## config.mk

```make
export PLATFORM = sky130hd
export DESIGN_NAME = fcfs_schedule_times_unit
export DESIGN_NICKNAME = d
export VERILOG_FILES = /design/src/rtl/fst_pkg.sv /design/src/rtl/fcfs_schedule_times_unit.sv /design/src/rtl/fst_alu.sv /design/src/rtl/fst_store.sv
export SDC_FILE = /design/constraint.sdc
export NUM_CORES = 2
export LEC_CHECK = 0
export BUFFER_PORTS_ARGS = -buffer_cell sky130_fd_sc_hd__buf_2
export CORE_MARGIN = 3
export CORE_UTILIZATION = 40
export DETAILED_ROUTE_END_ITERATION = 8
export PLACE_DENSITY = 0.6
export SLEW_MARGIN = 5
export SYNTH_ARGS = -nofsm -noshare
export SYNTH_HDL_FRONTEND = slang
export SYNTH_SLANG_ARGS = --single-unit
```

## constraint.sdc

```tcl
create_clock -name clk -period 6.5 [get_ports clk]
set_input_delay 1.3 -clock clk [delete_from_list [all_inputs] [get_ports clk]]
set_output_delay 1.3 -clock clk [all_outputs]
set_load 0.005 [all_outputs]
```

## src/rtl/fst_pkg.sv

```systemverilog
// Shared types, constants and codes for the first come first served scheduler.
package fst_pkg;

	// Store capacity and derived widths
	localparam int MAX_JOBS = 32;
	localparam int CNT_W    = $clog2(MAX_JOBS + 1);
	localparam int IDX_W    = (MAX_JOBS > 1) ? $clog2(MAX_JOBS) : 1;
	localparam int FIELD_W  = 16;
	localparam int TIME_W   = 24;

	// One job as loaded on the input channel
	typedef struct packed {
		logic [FIELD_W-1:0] job_id;
		logic [FIELD_W-1:0] arrival;
		logic [FIELD_W-1:0] burst;
		logic               final_job;
	} fst_job_t;

	// One scheduled job on the result channel
	typedef struct packed {
		logic [FIELD_W-1:0] out_job_id;
		logic [FIELD_W-1:0] out_arrival;
		logic [FIELD_W-1:0] out_burst;
		logic [TIME_W-1:0]  start_time;
		logic [TIME_W-1:0]  finish_time;
		logic [TIME_W-1:0]  wait_time;
		logic               overflowed;
		logic               last_result;
	} fst_result_t;

	// One entry of the job store
	typedef struct packed {
		logic [FIELD_W-1:0] job_id;
		logic [FIELD_W-1:0] arrival;
		logic [FIELD_W-1:0] burst;
	} fst_entry_t;

	// Store port request: one write and one read address per cycle
	typedef struct packed {
		logic             wr_en;
		logic [IDX_W-1:0] wr_addr;
		fst_entry_t       wr_data;
		logic             rd_en;
		logic [IDX_W-1:0] rd_addr;
	} fst_mem_req_t;

	// Shared arithmetic unit operations
	typedef enum logic [1:0] {
		ALU_GT,
		ALU_MAX,
		ALU_ADD,
		ALU_SUB
	} fst_alu_op_t;

	// Sequencer states
	typedef enum logic [2:0] {
		ST_IDLE,
		ST_INS,
		ST_CMP,
		ST_SRD,
		ST_SMAX,
		ST_SADD,
		ST_SSUB,
		ST_OUT
	} fst_state_t;

endpackage

```

## src/rtl/fcfs_schedule_times_unit.sv

```systemverilog
// Top level: job loader with stable insertion and first come first served scan.
//
//  channel  | valid / ready              | payload        | direction
//  ---------+----------------------------+----------------+----------
//  jobs     | job_valid / job_ready      | job (fst_job_t)    | in
//  results  | result_valid / result_ready| result (fst_result_t) | out
//
// A stored job is inserted from the end of the set: each stored job with a later
// arrival is read and moved up one place, and the new job is written where the
// scan stops; a dropped job is only accepted. A final job then emits one result
// per stored job, held until taken; the shared unit does max, add and subtract
// in turn. job_ready is low from acceptance until the item's work and all its
// results are done. Reset empties the set; store contents are left as they are.
module fcfs_schedule_times_unit (
	input  logic                 clk,
	input  logic                 arst_n,
	input  logic                 job_valid,
	output logic                 job_ready,
	input  fst_pkg::fst_job_t    job,
	output logic                 result_valid,
	input  logic                 result_ready,
	output fst_pkg::fst_result_t result
);

	localparam int CW = fst_pkg::CNT_W;
	localparam int IW = fst_pkg::IDX_W;
	localparam int TW = fst_pkg::TIME_W;
	localparam int FW = fst_pkg::FIELD_W;

	fst_pkg::fst_state_t   state_q, state_d;
	fst_pkg::fst_mem_req_t mem_req;
	fst_pkg::fst_entry_t   rd_data;
	fst_pkg::fst_entry_t   new_q;
	fst_pkg::fst_alu_op_t  alu_op;
	fst_pkg::fst_result_t  result_q;
	logic [TW-1:0]         alu_a, alu_b, alu_y;
	logic [CW-1:0]         count_q, pos_q, k_q;
	logic                  ovf_q, fin_q, out_valid_q;
	logic [TW-1:0]         prev_q, start_q, finish_q;
	logic                  job_beat, res_beat, has_room, later, last_k;

	fst_store u_store (
		.clk     (clk),
		.req     (mem_req),
		.rd_data (rd_data)
	);

	fst_alu u_alu (
		.op (alu_op),
		.a  (alu_a),
		.b  (alu_b),
		.y  (alu_y)
	);

	assign job_beat = job_valid && job_ready;
	assign res_beat = out_valid_q && result_ready;
	assign has_room = (count_q < CW'(fst_pkg::MAX_JOBS));
	assign later    = alu_y[0];
	assign last_k   = ((k_q + CW'(1)) == count_q);

	// Next state
	always_comb begin
		state_d = state_q;
		unique case (state_q)
			fst_pkg::ST_IDLE: begin
				if (job_beat) begin
					if (has_room) begin
						state_d = fst_pkg::ST_INS;
					end else if (job.final_job) begin
						state_d = fst_pkg::ST_SRD;
					end
				end
			end
			fst_pkg::ST_INS: begin
				if (pos_q != '0) begin
					state_d = fst_pkg::ST_CMP;
				end else begin
					state_d = fin_q ? fst_pkg::ST_SRD : fst_pkg::ST_IDLE;
				end
			end
			fst_pkg::ST_CMP: begin
				if (later) begin
					state_d = fst_pkg::ST_INS;
				end else begin
					state_d = fin_q ? fst_pkg::ST_SRD : fst_pkg::ST_IDLE;
				end
			end
			fst_pkg::ST_SRD:  state_d = fst_pkg::ST_SMAX;
			fst_pkg::ST_SMAX: state_d = fst_pkg::ST_SADD;
			fst_pkg::ST_SADD: state_d = fst_pkg::ST_SSUB;
			fst_pkg::ST_SSUB: state_d = fst_pkg::ST_OUT;
			fst_pkg::ST_OUT: begin
				if (res_beat) begin
					state_d = result_q.last_result ? fst_pkg::ST_IDLE : fst_pkg::ST_SRD;
				end
			end
			default: state_d = fst_pkg::ST_IDLE;
		endcase
	end

	// Outputs of the sequencer: store port, shared unit operands, ready
	always_comb begin
		mem_req         = '0;
		mem_req.wr_addr = pos_q[IW-1:0];
		mem_req.wr_data = new_q;
		mem_req.rd_addr = k_q[IW-1:0];
		alu_op          = fst_pkg::ALU_GT;
		alu_a           = {{(TW-FW){1'b0}}, rd_data.arrival};
		alu_b           = {{(TW-FW){1'b0}}, new_q.arrival};
		job_ready       = 1'b0;
		unique case (state_q)
			fst_pkg::ST_IDLE: job_ready = 1'b1;
			fst_pkg::ST_INS: begin
				if (pos_q != '0) begin
					mem_req.rd_en   = 1'b1;
					mem_req.rd_addr = IW'(pos_q - CW'(1));
				end else begin
					mem_req.wr_en = 1'b1;
				end
			end
			fst_pkg::ST_CMP: begin
				// stored job arriving later moves up one place
				mem_req.wr_en = 1'b1;
				if (later) begin
					mem_req.wr_data = rd_data;
				end
			end
			fst_pkg::ST_SRD: mem_req.rd_en = 1'b1;
			fst_pkg::ST_SMAX: begin
				alu_op = fst_pkg::ALU_MAX;
				alu_a  = prev_q;
				alu_b  = {{(TW-FW){1'b0}}, rd_data.arrival};
			end
			fst_pkg::ST_SADD: begin
				alu_op = fst_pkg::ALU_ADD;
				alu_a  = start_q;
				alu_b  = {{(TW-FW){1'b0}}, rd_data.burst};
			end
			fst_pkg::ST_SSUB: begin
				alu_op = fst_pkg::ALU_SUB;
				alu_a  = start_q;
				alu_b  = {{(TW-FW){1'b0}}, rd_data.arrival};
			end
			fst_pkg::ST_OUT: ;
			default: ;
		endcase
	end

	// Control registers
	always_ff @(posedge clk or negedge arst_n) begin
		if (!arst_n) begin
			state_q     <= fst_pkg::ST_IDLE;
			count_q     <= '0;
			ovf_q       <= 1'b0;
			out_valid_q <= 1'b0;
			pos_q       <= '0;
			k_q         <= '0;
			fin_q       <= 1'b0;
		end else begin
			state_q <= state_d;
			unique case (state_q)
				fst_pkg::ST_IDLE: begin
					if (job_beat) begin
						fin_q <= job.final_job;
						pos_q <= count_q;
						k_q   <= '0;
						if (!has_room) begin
							ovf_q <= 1'b1;
						end
					end
				end
				fst_pkg::ST_INS: begin
					if (pos_q == '0) begin
						count_q <= count_q + CW'(1);
					end
				end
				fst_pkg::ST_CMP: begin
					if (later) begin
						pos_q <= pos_q - CW'(1);
					end else begin
						count_q <= count_q + CW'(1);
					end
				end
				fst_pkg::ST_SSUB: out_valid_q <= 1'b1;
				fst_pkg::ST_OUT: begin
					if (res_beat) begin
						out_valid_q <= 1'b0;
						if (result_q.last_result) begin
							count_q <= '0;
							ovf_q   <= 1'b0;
						end else begin
							k_q <= k_q + CW'(1);
						end
					end
				end
				default: ;
			endcase
		end
	end

	// Datapath registers
	always_ff @(posedge clk) begin
		unique case (state_q)
			fst_pkg::ST_IDLE: begin
				if (job_beat) begin
					new_q.job_id  <= job.job_id;
					new_q.arrival <= job.arrival;
					new_q.burst   <= job.burst;
					prev_q        <= '0;
				end
			end
			fst_pkg::ST_SMAX: start_q <= alu_y;
			fst_pkg::ST_SADD: begin
				finish_q <= alu_y;
				prev_q   <= alu_y;
			end
			fst_pkg::ST_SSUB: begin
				result_q.out_job_id  <= rd_data.job_id;
				result_q.out_arrival <= rd_data.arrival;
				result_q.out_burst   <= rd_data.burst;
				result_q.start_time  <= start_q;
				result_q.finish_time <= finish_q;
				result_q.wait_time   <= alu_y;
				result_q.overflowed  <= ovf_q;
				result_q.last_result <= last_k;
			end
			default: ;
		endcase
	end

	assign result_valid = out_valid_q;
	assign result       = result_q;

	// A result is only ever shown from the output state
	a_valid_in_out: assert property (@(posedge clk) disable iff (!arst_n)
		out_valid_q |-> (state_q == fst_pkg::ST_OUT))
		else $error("result valid outside output state");

	// The set never holds more than the store capacity
	a_count_bound: assert property (@(posedge clk) disable iff (!arst_n)
		count_q <= CW'(fst_pkg::MAX_JOBS))
		else $error("job count beyond capacity");

	// No job is taken while a result is pending
	a_no_load_on_emit: assert property (@(posedge clk) disable iff (!arst_n)
		job_ready |-> !out_valid_q)
		else $error("job ready while result pending");

	// The last result empties the set and clears the flag
	a_set_cleared: assert property (@(posedge clk) disable iff (!arst_n)
		(res_beat && result_q.last_result) |=> (count_q == '0 && !ovf_q))
		else $error("set not cleared after last result");

	// A final load that was stored leads to scheduling
	a_final_sched: assert property (@(posedge clk) disable iff (!arst_n)
		(state_q == fst_pkg::ST_CMP && !later && fin_q) |=> (state_q == fst_pkg::ST_SRD))
		else $error("final job did not start the schedule");

endmodule

```

## src/rtl/fst_alu.sv

```systemverilog
// Shared compare / max / add / subtract unit on time-width operands.
module fst_alu (
	input  fst_pkg::fst_alu_op_t        op,
	input  logic [fst_pkg::TIME_W-1:0] a,
	input  logic [fst_pkg::TIME_W-1:0] b,
	output logic [fst_pkg::TIME_W-1:0] y
);

	logic a_gt_b;

	assign a_gt_b = (a > b);

	// Operation select
	always_comb begin
		unique case (op)
			fst_pkg::ALU_GT:  y = {{(fst_pkg::TIME_W-1){1'b0}}, a_gt_b};
			fst_pkg::ALU_MAX: y = a_gt_b ? a : b;
			fst_pkg::ALU_ADD: y = a + b;
			fst_pkg::ALU_SUB: y = a - b;
			default:          y = '0;
		endcase
	end

endmodule

```

## src/rtl/fst_store.sv

```systemverilog
// Job store: one write port and one registered read port.
module fst_store (
	input  logic                  clk,
	input  fst_pkg::fst_mem_req_t req,
	output fst_pkg::fst_entry_t   rd_data
);

	fst_pkg::fst_entry_t mem [fst_pkg::MAX_JOBS];

	// Write port
	always_ff @(posedge clk) begin
		if (req.wr_en) begin
			mem[req.wr_addr] <= req.wr_data;
		end
	end

	// Registered read port, holds its data between reads
	always_ff @(posedge clk) begin
		if (req.rd_en) begin
			rd_data <= mem[req.rd_addr];
		end
	end

endmodule

```

# ---- Word-level counts from Yosys, hierarchy flattened
# Memories as Yosys holds them, arrays and structs flattened. A register that Yosys moved wholly into a read port is not among the register bits.
# Index checks and enable logic that the tools add are counted.
dict set report op_classes {
  add_sub_neg 5
  order_cmp 2
  n_eq_ne 20
  mux 45
  n_reduce_logical 21
}
# operator count
set op_table {}
lappend op_table {{$mux 48} 2}
lappend op_table {{$pmux 24 s2} 2}
lappend op_table {{$pmux 24 s4} 1}
lappend op_table {{$mux 6} 10}
lappend op_table {{$mux 24} 2}
lappend op_table {{$pmux 16 s2} 1}
lappend op_table {{$add 24x16->24} 1}
lappend op_table {{$gt 24x16->1} 1}
lappend op_table {{$pmux 3 s8} 1}
lappend op_table {{$pmux 6 s2} 2}
lappend op_table {{$sub 24x16->24} 1}
lappend op_table {{$pmux 6 s3} 1}
lappend op_table {{$ne 2x2->1 const B} 8}
lappend op_table {{$add 6x1->6 const B} 2}
lappend op_table {{$eq 3x3->1 const B} 4}
lappend op_table {{$mux 3} 4}
lappend op_table {{$reduce_and 5->1} 2}
lappend op_table {{$mux 1} 9}
lappend op_table {{$mux 2} 4}
lappend op_table {{$pmux 1 s2} 4}
lappend op_table {{$reduce_bool 2->1} 4}
lappend op_table {{$eq 3x2->1 const B} 2}
lappend op_table {{$eq 6x6->1} 1}
lappend op_table {{$logic_not 6->1} 1}
lappend op_table {{other kinds (17)} 23}
dict set report totals {
  regBits 266
  ram_bits 1536
  word_cells 115
  n_memories 1
}
# memory words width read_ports rd_clocked_by_memory_dff write_ports line
set memory_table {}
lappend memory_table {u_store.mem 32 48 1 1 1 fst_store.sv:8} ;# fst_pkg::fst_entry_t mem [fst_pkg::MAX_JOBS];

# ---- Longest topological paths before layout
dict set report logic_depth {
  depth_word 8
  mapped_depth 20
}

# ---- By module
# A second synthesis with hierarchy kept.
dict set report hier_totals {
  hier_cells 4500
  hier_area_um2 74846.8
}
# mod n_inst cells_per_inst area_each_um2 seq_area_each_um2
set by_module_without_submodules {}
lappend by_module_without_submodules {fst_store 1 3364 61205.0 47565.6}
lappend by_module_without_submodules {fcfs_schedule_times_unit 1 694 10686.5 7867.5}
lappend by_module_without_submodules {fst_alu 1 442 2955.3 0.0}

# ---- Worst setup path after synthesis
# Ideal clock, no wire load.
dict set report synth_path {
  path_kind {flip-flop to flip-flop}
  startpoint {register state_q[1]}
  endpoint {register finish_q[20], data pin}
  t_arrival_ns 5.330
  required_time_ns 6.315
  path_slack_ns 0.985
  stages_incl_launch_ff 9
  path_buffers 4
  period_less_slack_ns 5.515
  path_cell_list {dfrtp_1 > buf_6 > clkbuf_1 > buf_1 > nand3_1 > inv_1 > clkbuf_1 > a22oi_1 > o21ai_0}
}
dict set report synth_between {
  elab_chain_cells 6
  word_cells_on_any_way 17
}
# element line
set synth_lines {}
lappend synth_lines {{from (decl)} fcfs_schedule_times_unit.sv:30} ;# fst_pkg::fst_state_t state_q, state_d;
lappend synth_lines {{from (signal assigned)} fcfs_schedule_times_unit.sv:152} ;# state_q <= fst_pkg::ST_IDLE;
lappend synth_lines {{from (signal assigned)} fcfs_schedule_times_unit.sv:160} ;# state_q <= state_d;
lappend synth_lines {{$eq 3x3->1} fcfs_schedule_times_unit.sv:111} ;# unique case (state_q)
lappend synth_lines {{$reduce_or 2->1 (no line)} --}
lappend synth_lines {{$pmux 24 s2 or $pmux 16 s2 (tied branches)} fcfs_schedule_times_unit.sv:111}
lappend synth_lines {{$gt 24x16->1} fst_alu.sv:11} ;# assign a_gt_b = (a > b);
lappend synth_lines {{$mux 24} fst_alu.sv:17} ;# fst_pkg::ALU_MAX: y = a_gt_b ? a : b;
lappend synth_lines {{$pmux 24 s4 *} fst_alu.sv:15} ;# unique case (op)
lappend synth_lines {{net alu_y[20]} fcfs_schedule_times_unit.sv:36} ;# logic [TW-1:0] alu_a, alu_b, alu_y;
lappend synth_lines {{to (signal assigned)} fcfs_schedule_times_unit.sv:214} ;# finish_q <= alu_y;
lappend synth_lines {{to (decl)} fcfs_schedule_times_unit.sv:39} ;# logic [TW-1:0] prev_q, start_q, finish_q;
# Mark *: on every way through the listed nets, which the timed path passes. The rest lies on a longest branch.
# A chain may end at the register's enable or synchronous reset.

==> run metrics <==
Synth top area share=74.2%; worst hold path type=flop to flop; Crit path max-delay family=compound AO/OA/AOI/OAI gates; final wirelength=between 200 and 250 mm; final hold violations=0; Sequential Area=55,400 um^2; #FFs+latches synth=1,850; share of cells above drive strength 1=12.8%; Fin Setup TNS=0 ps; # clock sinks=1,850; Leak=around 0.028 uW; grt total ovfl=0; PwrDens=443 nW/um^2; die footprint=190,000 um^2; Max stage delay on crit path=620 ps; Seq/Total Area, Yosys=75.0%; global-route wire length before repair=about 320 mm; number of antenna diodes=0; CP max-delay cell=nand2b_1; Placement Rows=157; final slew viol count=0; leading area contributor after synthesis=edfxtp_1; Via density=5.89; die width=about 440 um; CTS tree=yes; Ports=177; CP Max Fanout=52; critical path data required time=between 6000 and 7000 ps; Worst VDD drop=0.000304 V; minimum clock period=5300 ps; Syn Inst Count=between 5,000 and 6,000; IO Port Bufs=176; Bufs and invs on worst path=2; top post-synthesis cells by area=edfxtp_1 (74%), nand2_1 (6.7%), nand3_1 (2.4%), mux2_2 (1.5%), a31oi_1 (1.4%); HPWL after detailed placement=115 mm; Post-synth top flop=edfxtp_1; total iterations of the first detailed-routing run=7; hold_buf cts=0; drt wl/cell=around 28 um; largest net degree at the start of global routing=185; Num CTS Buffers=about 190; # DRC=0; critical setup path kind=flop to flop; CTS clk-pin slew, worst paths=about 60 ps; CTS H-tree depth=4; detailed-route via count=47,500; status=complete, no violations; Die Height=approximately 440 um; fmax=approximately 190 MHz; CP arrival=5770 ps; Post-DRT Antenna Nets=0; Global Route Usage Sum=a little under a quarter; min-delay src=finish_q[11]$_DFFE_PN_; CP Launch Point=state_q[2]$_DFFE_PN0P_; reg2reg start=state_q[2]$_DFFE_PN0P_; DRT iter0 DRCs=6,299; syn_nets=roughly 5,400; # setup viols final=0; vias in the first global route=44,200; clk_skew=51.4 ps; maximum clock path buffer count=3; dominant cell by count in the synthesized netlist=edfxtp_1; Avg Cell Area, Syn=between 10 and 15 um^2; P&R area growth vs syn=13.5%; Initial Util=40.3%; fill count=16,100; root buffer cell=clkbuf_16; CP Capture Type=flop; asr flop ratio synth=1.30%; Post-synth EDFFs=1,826; Post-CTS Setup Repair Bufs=0; Synth cell types=73; Post-synth top cells=edfxtp_1 (1,826), nand2_1 (1,315), nand3_1 (353), nor2_1 (185), buf_2 (169); GP Congestion=0.899; core area=183,000 um^2; multi-input logic area=about 17,000 um^2; Critical Path Start Type=flop; fin nets=5,545; Least-Margin Pin Slew=~1200 ps; clock insertion delay at the later pin of the skew report=840 ps; post_cts resized=0; mapped cell area=between 70,000 and 80,000 um^2; Power Total=37,100 uW; total number of yosys warnings=0; critical path cell sequence=nand2b_1 > o22ai_1 > a21oi_1 > ha_1 > inv_1 > fa_1 > nor3b_1 > o31ai_1 > a31oi_1 > a211oi_1 > o211ai_4 > nand2_4 > buf_12 > mux2_2; maxcap violations=0; unrepaired setup endpoints after global routing=no; Period Utilization, post-route=about four fifths; initial antenna violation count=10; Relative slew margins=19.4%
[layout make-up]
| class | count | share of cell area [%] |
|---|---|---|
| Clock buffer | 225 | 5.72 |
| Clock inverter | 108 | 1.28 |
| Inverter | 43 | 0.201 |
| Multi-Input combinational cell | 3081 | 20.5 |
| Sequential cell | 1850 | 66.1 |
| Tap cell | 2464 | 3.68 |
| Timing Repair Buffer | 291 | 2.53 |
[worst reg2reg max path: cells and delay by family (launching register included)]
family | cells | cell delay, ps
simple gates | 3 | 890
mux | 1 | 710
fa+ha+maj | 2 | 720
buf+inv | 2 | 550
flops | 1 | 580
compound gates | 6 | 1530
[through the flow]
stage / cell area (um^2) / util, % / setup WS [ps] / hold WS (ps) / std cells
floorplan: 73900 / - / 985 / 400 / 5307
global placement: 78000 / 42.5 / 1430 / 403 / 7729
detailed placement: 78000 / 42.5 / 1320 / 405 / 7729
CTS: 83900 / 45.7 / 1290 / 410 / 8062
global route: 83900 / 45.7 / 892 / 410 / 8062
finish: 83900 / 45.7 / 1200 / 406 / 8062
[cells by family (layout without fill, tap and decap cells)]
kind of cell | Yosys count | after routing | synth area share [%]
XOR/XNOR | 51 | 51 | 0.604
flip-flops | 1850 | 1850 | 75.0
AO/OA/AOI/OAI | 688 | 688 | 6.51
buffers and inverters | 376 | 667 | 2.29
multiplexers | 168 | 168 | 2.46
adder cells (fa/ha/maj) | 40 | 40 | 0.697
AND/OR/NAND/NOR | 2134 | 2134 | 12.4
[flip-flops by register name (all words and copies together), names as in the netlist]
| name | count |
|---|---|
| u_store.mem | 1536 |
| result | 122 |
| new_q | 48 |
| u_store.rd_data | 48 |
| finish_q | 24 |
| prev_q | 24 |
| start_q | 24 |
| count_q | 6 |
| k_q | 6 |
| pos_q | 6 |
| state_q | 3 |
| fin_q | 1 |
| ovf_q | 1 |
| result_valid | 1 |
[path summary, 6_finish.rpt]
check / cells past startpoint / slack (ps) / to
max: 14 / 1200 / u_store.mem[23][39]$_DFFE_PP_
min: 0 / 410 / result[37]$_DFFE_PP_
max reg2reg: 14 / 1200 / u_store.mem[23][39]$_DFFE_PP_
min reg2reg: 0 / 410 / result[37]$_DFFE_PP_
max in group asynchronous: 1 / 5560 / state_q[2]$_DFFE_PN0P_
min in group asynchronous: 1 / 490 / k_q[0]$_DFFE_PN0P_
[placed cells by master, fill, tap and decap left out, drive strengths merged, types with 7 or more instances in the layout]
cell type	instances
a211o	7
a21oi	65
a22oi	101
a31oi	166
a32oi	96
and3	101
buf	291
bufinv	13
clkbuf	225
clkinv	77
dfrtp	24
edfxtp	1826
ha	38
inv	56
mux2	101
mux2i	67
nand2	1315
nand2b	8
nand3	353
nand3b	11
nand4	104
nor2	186
nor2b	11
nor3	15
o21ai	102
o21bai	7
o221ai	65
o22ai	26
xnor2	29
xor2	22
[metal layers]
metal / track usage, % / vias to the layer above / part of all wire (%) / wire length (um)
met5: 0 / - / 0 / 0
met4: 7.95 / 0 / 3.5 / 8030
met3: 4.64 / 456 / 11 / 23800
met2: 36.2 / 2753 / 45 / 103000
met1: 32.6 / 24000 / 41 / 92000
li1: - / 20200 / - / -
[report_power, final]
part / total [uW] / switching [uW] / internal (uW)
combinational: 11400 / 7880 / 3530
sequential: 15300 / 626 / 14700
clock: 10400 / 4600 / 5810
Note: power is estimated with default switching activity, not from simulation.
